==> config.mk <==
export PLATFORM = sky130hd
export DESIGN_NAME = led_flasher_with_burst
export DESIGN_NICKNAME = d
export VERILOG_FILES = /design/src/rtl/lfb_pkg.sv /design/src/rtl/lfb_csr.sv /design/src/rtl/lfb_engine.sv /design/src/rtl/led_flasher_with_burst.sv
export SDC_FILE = /design/constraint.sdc
export NUM_CORES = 1
export LEC_CHECK = 0
export BUFFER_PORTS_ARGS = -buffer_cell sky130_fd_sc_hd__buf_2
export CAP_MARGIN = 40
export CORE_UTILIZATION = 55
export DETAILED_ROUTE_END_ITERATION = 6
export PLACE_DENSITY = 0.72
export SLEW_MARGIN = 20
export SYNTH_ARGS = -nofsm -noshare
export SYNTH_HDL_FRONTEND = slang
export SYNTH_SLANG_ARGS = --single-unit
==> constraint.sdc <==
create_clock -name clock -period 8.3 [get_ports clock]
set_input_delay 1.66 -clock clock [delete_from_list [all_inputs] [get_ports clock]]
set_output_delay 1.66 -clock clock [all_outputs]
set_load 0.005 [all_outputs]
==> src/rtl/lfb_pkg.sv <==
// Shared types and constants for the LED flasher with burst repeat.
`timescale 1ns / 1ps
`default_nettype none

package lfb_pkg;

   localparam int CSR_INDEX_BITS = 3;
   localparam int COUNT_BITS     = 16;
   localparam int MIN_BURST      = 2;
   localparam int REQ_DATA_BITS  = 8;
   localparam int RSP_DATA_BITS  = 24;

   typedef enum logic [CSR_INDEX_BITS-1:0] {
      CSR_DRIVE_MODE   = 3'd0,
      CSR_ON_TIME      = 3'd1,
      CSR_OFF_TIME     = 3'd2,
      CSR_BURST_LENGTH = 3'd3,
      CSR_BURST_PERIOD = 3'd4,
      CSR_POLARITY     = 3'd5
   } csr_index_type;

   typedef enum logic [1:0] {
      MODE_STOPPED     = 2'd0,
      MODE_FLASHING    = 2'd1,
      MODE_FORCED_HIGH = 2'd2,
      MODE_FORCED_LOW  = 2'd3
   } drive_mode_type;

   // Packed from the top bit down, so pin_level lands in bit 0.
   typedef struct packed {
      logic [COUNT_BITS-1:0] toggle_total;
      logic                  toggled;
      logic                  pin_drive_enable;
      logic                  pin_level;
   } result_type;

endpackage

`default_nettype wire

==> src/rtl/lfb_csr.sv <==
// Configuration registers of the LED flasher.
`timescale 1ns / 1ps
`default_nettype none

module lfb_csr #(
   parameter int TIME_BITS  = 24,
   parameter int BURST_BITS = 8,
   parameter int CSR_BITS   = 24
) (
   input  wire logic                               clock,
   input  wire logic                               reset,
   input  wire logic                               csr_wen,
   input  wire logic [lfb_pkg::CSR_INDEX_BITS-1:0] csr_index,
   input  wire logic [CSR_BITS-1:0]                csr_wdata,
   output      lfb_pkg::drive_mode_type            drive_mode,
   output      logic [TIME_BITS-1:0]               on_time,
   output      logic [TIME_BITS-1:0]               off_time,
   output      logic [BURST_BITS-1:0]              burst_length,
   output      logic [TIME_BITS-1:0]               burst_period,
   output      logic                               polarity_inverted
);

   lfb_pkg::drive_mode_type drive_mode_ff;
   logic [TIME_BITS-1:0]    on_time_ff;
   logic [TIME_BITS-1:0]    off_time_ff;
   logic [BURST_BITS-1:0]   burst_length_ff;
   logic [TIME_BITS-1:0]    burst_period_ff;
   logic                    polarity_ff;

   always_ff @(posedge clock) begin
      if (reset) begin
         drive_mode_ff   <= lfb_pkg::MODE_STOPPED;
         on_time_ff      <= '0;
         off_time_ff     <= '0;
         burst_length_ff <= '0;
         burst_period_ff <= '0;
         polarity_ff     <= 1'b0;
      end else if (csr_wen) begin
         case (lfb_pkg::csr_index_type'(csr_index))
            lfb_pkg::CSR_DRIVE_MODE: begin
               drive_mode_ff <= lfb_pkg::drive_mode_type'(csr_wdata[1:0]);
            end
            lfb_pkg::CSR_ON_TIME: begin
               on_time_ff <= csr_wdata[TIME_BITS-1:0];
            end
            lfb_pkg::CSR_OFF_TIME: begin
               off_time_ff <= csr_wdata[TIME_BITS-1:0];
            end
            lfb_pkg::CSR_BURST_LENGTH: begin
               burst_length_ff <= csr_wdata[BURST_BITS-1:0];
            end
            lfb_pkg::CSR_BURST_PERIOD: begin
               burst_period_ff <= csr_wdata[TIME_BITS-1:0];
            end
            lfb_pkg::CSR_POLARITY: begin
               polarity_ff <= csr_wdata[0];
            end
            default: begin
            end
         endcase
      end
   end

   assign drive_mode        = drive_mode_ff;
   assign on_time           = on_time_ff;
   assign off_time          = off_time_ff;
   assign burst_length      = burst_length_ff;
   assign burst_period      = burst_period_ff;
   assign polarity_inverted = polarity_ff;

endmodule

`default_nettype wire

==> src/rtl/lfb_engine.sv <==
// Flasher state, one-request update logic and the result register.
`timescale 1ns / 1ps
`default_nettype none

module lfb_engine #(
   parameter int TIME_BITS  = 24,
   parameter int BURST_BITS = 8
) (
   input  wire logic                    clock,
   input  wire logic                    reset,
   input  wire logic                    accept,
   input  wire logic                    tick,
   input  wire lfb_pkg::drive_mode_type drive_mode,
   input  wire logic [TIME_BITS-1:0]    on_time,
   input  wire logic [TIME_BITS-1:0]    off_time,
   input  wire logic [BURST_BITS-1:0]   burst_length,
   input  wire logic [TIME_BITS-1:0]    burst_period,
   input  wire logic                    polarity_inverted,
   output      lfb_pkg::result_type     result
);

   logic                           led_ff, led_in;
   logic [TIME_BITS-1:0]           since_toggle_ff, since_toggle_in;
   logic [TIME_BITS-1:0]           since_period_ff, since_period_in;
   logic [BURST_BITS-1:0]          flashes_ff, flashes_in;
   logic [lfb_pkg::COUNT_BITS-1:0] count_ff, count_in;
   lfb_pkg::result_type            result_ff, result_in;

   logic [TIME_BITS-1:0] st_ticked;
   logic [TIME_BITS-1:0] sp_ticked;
   logic                 on_lvl;
   logic                 burst;
   logic                 changed;

   always_comb begin
      st_ticked = since_toggle_ff;
      sp_ticked = since_period_ff;
      // Elapsed-time counters stick at all ones.
      if (tick && (since_toggle_ff != '1)) begin
         st_ticked = since_toggle_ff + TIME_BITS'(1);
      end
      if (tick && (since_period_ff != '1)) begin
         sp_ticked = since_period_ff + TIME_BITS'(1);
      end

      on_lvl  = ~polarity_inverted;
      burst   = (burst_length >= BURST_BITS'(lfb_pkg::MIN_BURST));
      changed = 1'b0;

      led_in          = led_ff;
      since_toggle_in = st_ticked;
      since_period_in = sp_ticked;
      flashes_in      = flashes_ff;
      count_in        = count_ff;

      result_in.pin_level        = 1'b0;
      result_in.pin_drive_enable = 1'b1;

      case (drive_mode)
         lfb_pkg::MODE_STOPPED: begin
            led_in                     = 1'b0;
            count_in                   = '0;
            flashes_in                 = '0;
            since_period_in            = '0;
            result_in.pin_drive_enable = 1'b0;
         end
         lfb_pkg::MODE_FORCED_HIGH: begin
            result_in.pin_level = 1'b1;
         end
         lfb_pkg::MODE_FORCED_LOW: begin
            result_in.pin_level = 1'b0;
         end
         lfb_pkg::MODE_FLASHING: begin
            if (!burst || (flashes_ff < burst_length)) begin
               // The on-to-off check has priority over off-to-on.
               if ((st_ticked > on_time) && (led_ff == on_lvl)) begin
                  led_in          = ~on_lvl;
                  since_toggle_in = '0;
                  changed         = 1'b1;
                  if (burst) begin
                     flashes_in = flashes_ff + BURST_BITS'(1);
                  end
               end else if ((st_ticked > off_time) && (led_ff != on_lvl)) begin
                  led_in          = on_lvl;
                  since_toggle_in = '0;
                  changed         = 1'b1;
               end
            end else if (sp_ticked > burst_period) begin
               since_period_in = '0;
               flashes_in      = '0;
               since_toggle_in = '0;
            end
            if (changed) begin
               count_in = count_ff + lfb_pkg::COUNT_BITS'(1);
            end
            result_in.pin_level = led_in;
         end
         default: begin
         end
      endcase

      result_in.toggled      = changed;
      result_in.toggle_total = count_in;
   end

   always_ff @(posedge clock) begin
      if (reset) begin
         led_ff          <= 1'b0;
         since_toggle_ff <= '0;
         since_period_ff <= '0;
         flashes_ff      <= '0;
         count_ff        <= '0;
      end else if (accept) begin
         led_ff          <= led_in;
         since_toggle_ff <= since_toggle_in;
         since_period_ff <= since_period_in;
         flashes_ff      <= flashes_in;
         count_ff        <= count_in;
      end
   end

   always_ff @(posedge clock) begin
      if (accept) begin
         result_ff <= result_in;
      end
   end

   assign result = result_ff;

endmodule

`default_nettype wire

==> src/rtl/led_flasher_with_burst.sv <==
// LED flasher with burst repeat: top level with stream handshake.
//
// Each request on the req_ channel is one evaluation of the flasher; bit 0
// of req_tdata says that one millisecond has passed before it. Every request
// produces exactly one response on the rsp_ channel carrying the pin level,
// the pin drive enable, whether the LED toggled and the running toggle count.
// Settings are written through the csr_ port (index, data, write enable) and
// take effect from the next request; write them only while the block is idle.
// A response appears in the cycle after the request; one request per cycle
// is taken as long as responses are consumed. The flasher state and the
// response register update together in the cycle a request is taken.
// When the receiver stalls, the pending response is held and req_tready
// drops until it is taken, so a new request can enter in the same cycle the
// old response leaves. Reset clears all settings (stopped mode), the
// flasher state and the response valid flag.
`timescale 1ns / 1ps
`default_nettype none

module led_flasher_with_burst #(
   parameter int TIME_BITS  = 24,
   parameter int BURST_BITS = 8
) (
   input  wire logic                                clock,
   input  wire logic                                reset,
   // Request: bit 0 tick, other bits zero.
   input  wire logic                                req_tvalid,
   output      logic                                req_tready,
   input  wire logic [lfb_pkg::REQ_DATA_BITS-1:0]   req_tdata,
   // Response: bit 0 pin_level, bit 1 pin_drive_enable, bit 2 toggled,
   // bits 18:3 toggle_total, rest zero.
   output      logic                                rsp_tvalid,
   input  wire logic                                rsp_tready,
   output      logic [lfb_pkg::RSP_DATA_BITS-1:0]   rsp_tdata,
   input  wire logic                                csr_wen,
   input  wire logic [lfb_pkg::CSR_INDEX_BITS-1:0]  csr_index,
   input  wire logic [((TIME_BITS > BURST_BITS) ? TIME_BITS : BURST_BITS)-1:0] csr_wdata
);

   localparam int CsrBits = (TIME_BITS > BURST_BITS) ? TIME_BITS : BURST_BITS;

   lfb_pkg::drive_mode_type drive_mode;
   logic [TIME_BITS-1:0]    on_time;
   logic [TIME_BITS-1:0]    off_time;
   logic [BURST_BITS-1:0]   burst_length;
   logic [TIME_BITS-1:0]    burst_period;
   logic                    polarity_inverted;
   lfb_pkg::result_type     result;
   logic                    rsp_valid_ff, rsp_valid_in;
   logic                    req_fire;
   logic                    rsp_fire;

   lfb_csr #(
      .TIME_BITS (TIME_BITS),
      .BURST_BITS(BURST_BITS),
      .CSR_BITS  (CsrBits)
   ) u_csr (
      .clock            (clock),
      .reset            (reset),
      .csr_wen          (csr_wen),
      .csr_index        (csr_index),
      .csr_wdata        (csr_wdata),
      .drive_mode       (drive_mode),
      .on_time          (on_time),
      .off_time         (off_time),
      .burst_length     (burst_length),
      .burst_period     (burst_period),
      .polarity_inverted(polarity_inverted)
   );

   lfb_engine #(
      .TIME_BITS (TIME_BITS),
      .BURST_BITS(BURST_BITS)
   ) u_engine (
      .clock            (clock),
      .reset            (reset),
      .accept           (req_fire),
      .tick             (req_tdata[0]),
      .drive_mode       (drive_mode),
      .on_time          (on_time),
      .off_time         (off_time),
      .burst_length     (burst_length),
      .burst_period     (burst_period),
      .polarity_inverted(polarity_inverted),
      .result           (result)
   );

   // A new request may enter while the held response is being taken.
   assign req_tready = ~rsp_valid_ff | rsp_tready;
   assign req_fire   = req_tvalid & req_tready;
   assign rsp_fire   = rsp_valid_ff & rsp_tready;

   always_comb begin
      rsp_valid_in = rsp_valid_ff;
      if (req_fire) begin
         rsp_valid_in = 1'b1;
      end else if (rsp_fire) begin
         rsp_valid_in = 1'b0;
      end
   end

   always_ff @(posedge clock) begin
      if (reset) begin
         rsp_valid_ff <= 1'b0;
      end else begin
         rsp_valid_ff <= rsp_valid_in;
      end
   end

   assign rsp_tvalid = rsp_valid_ff;
   assign rsp_tdata  = {{(lfb_pkg::RSP_DATA_BITS - $bits(lfb_pkg::result_type)){1'b0}},
                        result};

   // Every taken request shows up as a response in the next cycle.
   a_req_to_rsp: assert property (@(posedge clock) disable iff (reset)
      req_fire |=> rsp_tvalid)
      else $error("request taken but no response followed");

   // A tri-stated pin means stopped mode: level low, no toggle, count cleared.
   a_stopped_result: assert property (@(posedge clock) disable iff (reset)
      (rsp_tvalid && !rsp_tdata[1]) |->
         (!rsp_tdata[0] && !rsp_tdata[2] && (rsp_tdata[18:3] == 16'd0)))
      else $error("stopped response carries a level, toggle or count");

   // A toggle reported while the previous response was stopped counts as one.
   a_first_toggle: assert property (@(posedge clock) disable iff (reset)
      (req_fire && rsp_tvalid && !rsp_tdata[1]) |=>
         (!result.toggled || (result.toggle_total == 16'd1)))
      else $error("toggle count did not restart from zero after stop");

endmodule

`default_nettype wire
==> results by group <==
Setup path
  • CP Class: input pin to flip-flop
  • Crit-path max cell delay: around 840 ps
  • Crit-path leading delay family: simple AND/OR/NAND/NOR gates
  • Crit Path Max Fanout: 38
  • Setup crit start kind: input pin
  • Arr. time, crit path: just under 7000 ps
  • Critical-path cell list: buf_2, nand4_1, or4_1, o21a_1, or2_2, ha_1, nand4_2, or4_4, o41ai_4, a211oi_2, a22oi_4, buf_4, o311ai_1, o41ai_1
  • Setup crit end kind: flip-flop
  • Required time worst endpoint: roughly 8500 ps
  • Max stage delay cell, worst path: a22oi_4
  • Worst path bufs/invs: 2

STA
  • Total negative slack: 0 ps
  • Fin. Hold Viols: 0
  • Worst rel slew slack: 0.352
  • Min Tclk post-route: between 6000 and 7000 ps
  • Final worst slack: about 1600 ps
  • Final Hold Slack: between 400 and 500 ps
  • Clk_skew: approximately 13 ps
  • Setup violators final: 0
  • Maximum clock frequency: ~150 MHz
  • Worst-Margin Slew: 972 ps
  • Period utilization: 0.803
  • RSZ-0062 raised after global routing: false
  • Max-slew violations: 0

Power
  • Clk pwr share: 0.441
  • Static leakage: 0.00433 µW
  • Part of the power in registers: 0.469
  • Total power: 1870 µW
  • Switching share of power: 0.252
  • Internal power: between 1000 and 1500 µW
  • PD cells: between 150 and 200 nW/µm²
  • Max VDD drop: about 150 µV
  • Psw: roughly 470 µW
  • Gate power share: 0.090

Logic synthesis
  • Register area share after synthesis: 0.357
  • Synth async-reset ratio: 0
  • Post-Syn Instances: 1311
  • Synth Area per Inst: 7.93 µm²
  • Post-synth EDFFs: 19
  • Count of cell types in the netlist: 76
  • FF+latch count, synth: 176
  • Ys flop type: dfxtp_1
  • Warnings, synthesis: 0
  • Mapped Area: 10400 µm²

Clock network
  • Hold buffer count at CTS: 0
  • Clock Sinks: 176
  • Root Driver: clkbuf_16
  • Clock Pin Slew Worst Setup and Hold Paths: about 70 ps
  • Post-CTS sizing: 0
  • Setup bufs post-CTS: 0
  • TritonCTS clock tree: done
  • CTS Buffer Depth: 2
  • H-tree depth: 4
  • CTS Buf Count: 17
  • Skew-Pair Late Insertion Delay: 440 ps

Drt
  • Antenna Violating Nets Remaining: 0
  • Wire per inst: 16.5 µm
  • Initial DRC count: ~660
  • Drt first pass iters: 4
  • Via density: 6.00
  • Drc violations: 0
  • Total Wirelength: 25.9 mm
  • Via count: ~9400

Min path
  • Hold WC Path Type: flip-flop to flip-flop

Finish
  • # diodes: 0
  • Layout area overhead: 9.55%
  • Layout cells sized above 1: 0.0942
  • Fillers: ~1600
  • Layout Nets: around 1500
  • Commonest non-fill, non-tap cell in the layout: nand2_1
  • Most frequent cells in the layout: 270 x nand2_1, 157 x dfxtp_1, 139 x a21oi_1

Job
  • Max_cap viols: 0

Floorplanning
  • Core area: between 15000 and 20000 µm²
  • Die footprint: 19500 µm²
  • Initial core utilization: 0.569
  • Rows: between 40 and 50
  • DIE HEIGHT: about 140 µm
  • # IOs: 66
  • Horizontal die dimension: around 140 µm

Run status
  • Status: finished clean

Global routing
  • Initial antenna violation count: 0
  • Largest net degree at the start of global routing: between 70 and 80
  • First-pass GRT wire length: between 40 and 50 mm
  • Vias in the first global route: 8509
  • GRT Total Usage: 0.271
  • Congestion Overflow GR: 0

Placement
  • DP Wirelength: ~18 mm
  • Port Buffers: 53
  • Worst setup slack after placement: roughly 1400 ps
  • RD Place Congestion: ~0.86
stage by stage:
stage / area, µm² / std cells / util
after global routing: 11400 / 1566 / 0.623
after CTS: 11400 / 1565 / 0.623
final: 11400 / 1566 / 0.623
after global placement: 10700 / 1527 / 0.584
after detailed placement: 10800 / 1533 / 0.590
after floorplan: 10400 / 1315 / -
per-layer routing:
| layer | global-route usage | part of all wire | routed length [µm] |
|---|---|---|---|
| met5 | 0 | 0 | 0 |
| met4 | 0.0848 | 0.019 | 503 |
| met3 | 0.0447 | 0.050 | 1310 |
| met2 | 0.440 | 0.46 | 12000 |
| met1 | 0.366 | 0.47 | 12100 |
state kept, by name, summed over array words and instances (netlist names), 2 cells and up:
name,cells
u_engine.flashes_ff,8
u_engine.result,19
u_engine.since_period_ff,24
u_csr.on_time,24
u_csr.off_time,24
u_engine.count_ff,16
u_csr.drive_mode,2
u_csr.burst_period,24
u_csr.burst_length,8
u_engine.since_toggle_ff,24
tightest hold or removal path, cell delays in order, from the launching register on:
cell     delay [ps]
dfxtp_1         310
nand2_1          50
a21oi_1          50
synthesized netlist by cell type (3+ instances only):
master / n / area share
nand2_1: 271 / 0.098
dfxtp_1: 157 / 0.30
a21oi_1: 139 / 0.067
inv_1: 95 / 0.034
ha_1: 86 / 0.10
clkbuf_1: 59 / 0.021
nand4_1: 53 / 0.032
nor2_1: 49 / 0.018
nand3_1: 40 / 0.019
xor2_1: 27 / 0.023
nor3_1: 25 / 0.012
o211ai_1: 25 / 0.018
a31oi_1: 19 / 0.011
and3_1: 19 / 0.011
edfxtp_1: 19 / 0.055
o21ai_0: 18 / 0.0087
xnor2_1: 13 / 0.011
a22o_1: 12 / 0.010
nor4_1: 12 / 0.0072
or4_1: 11 / 0.0079
o31ai_1: 10 / 0.0072
and4_1: 9 / 0.0076
and2_1: 8 / 0.0048
nor2b_1: 8 / 0.0048
o21a_1: 8 / 0.0058
buf_6: 7 / 0.0076
o221a_2: 6 / 0.0065
or2_2: 6 / 0.0036
a21o_1: 5 / 0.0036
buf_4: 5 / 0.0036
mux2i_1: 5 / 0.0048
nand2b_1: 5 / 0.0030
o21ai_1: 5 / 0.0024
or3_1: 5 / 0.0030
a211oi_1: 4 / 0.0029
buf_1: 4 / 0.0014
buf_2: 4 / 0.0019
nor3b_1: 4 / 0.0029
a41oi_1: 3 / 0.0025
o21bai_1: 3 / 0.0022
o311a_1: 3 / 0.0029
o32a_1: 3 / 0.0029
final cells by class:
cell class | instances | area (µm²) | area share
Timing Repair Buffer | 69 | 460 | 0.0404
Inverter | 96 | 360 | 0.0316
Tap cell | 229 | 287 | 0.0252
Sequential cell | 176 | 3710 | 0.326
Clock inverter | 10 | 126 | 0.0111
Clock buffer | 22 | 475 | 0.0417
Multi-Input combinational cell | 964 | 5970 | 0.524
power by group through the flow:
stage	combinational, µW	clock (µW)	sequential, µW
after floorplan	108	0	899
after global placement	156	0	899
after detailed placement	163	0	899
after CTS	165	835	880
after global routing	182	872	881
final	168	827	880
logic make-up after synthesis:
logic type | Yosys count | share of synthesized area
flops | 176 | 0.357
other cells | 1 | 0.000361
fa+ha+maj | 86 | 0.103
mux | 7 | 0.00698
xor+xnor | 40 | 0.0337
compound gates | 296 | 0.188
buf+inv | 175 | 0.0705
simple gates | 530 | 0.240
final timing paths:
path | startpoint | endpoint | slack [ps] | cells past startpoint
hold reg to reg | u_csr.off_time[10] | u_csr.off_time[10] | 450 | 2
setup / recovery | req_tdata[0] | u_engine.result[8] | 1640 | 14
setup reg to reg | u_engine.since_toggle_ff[2] | u_engine.result[8] | 2340 | 14
hold / removal | u_csr.off_time[10] | u_csr.off_time[10] | 450 | 2
Power figures use the tool's default switching activity.
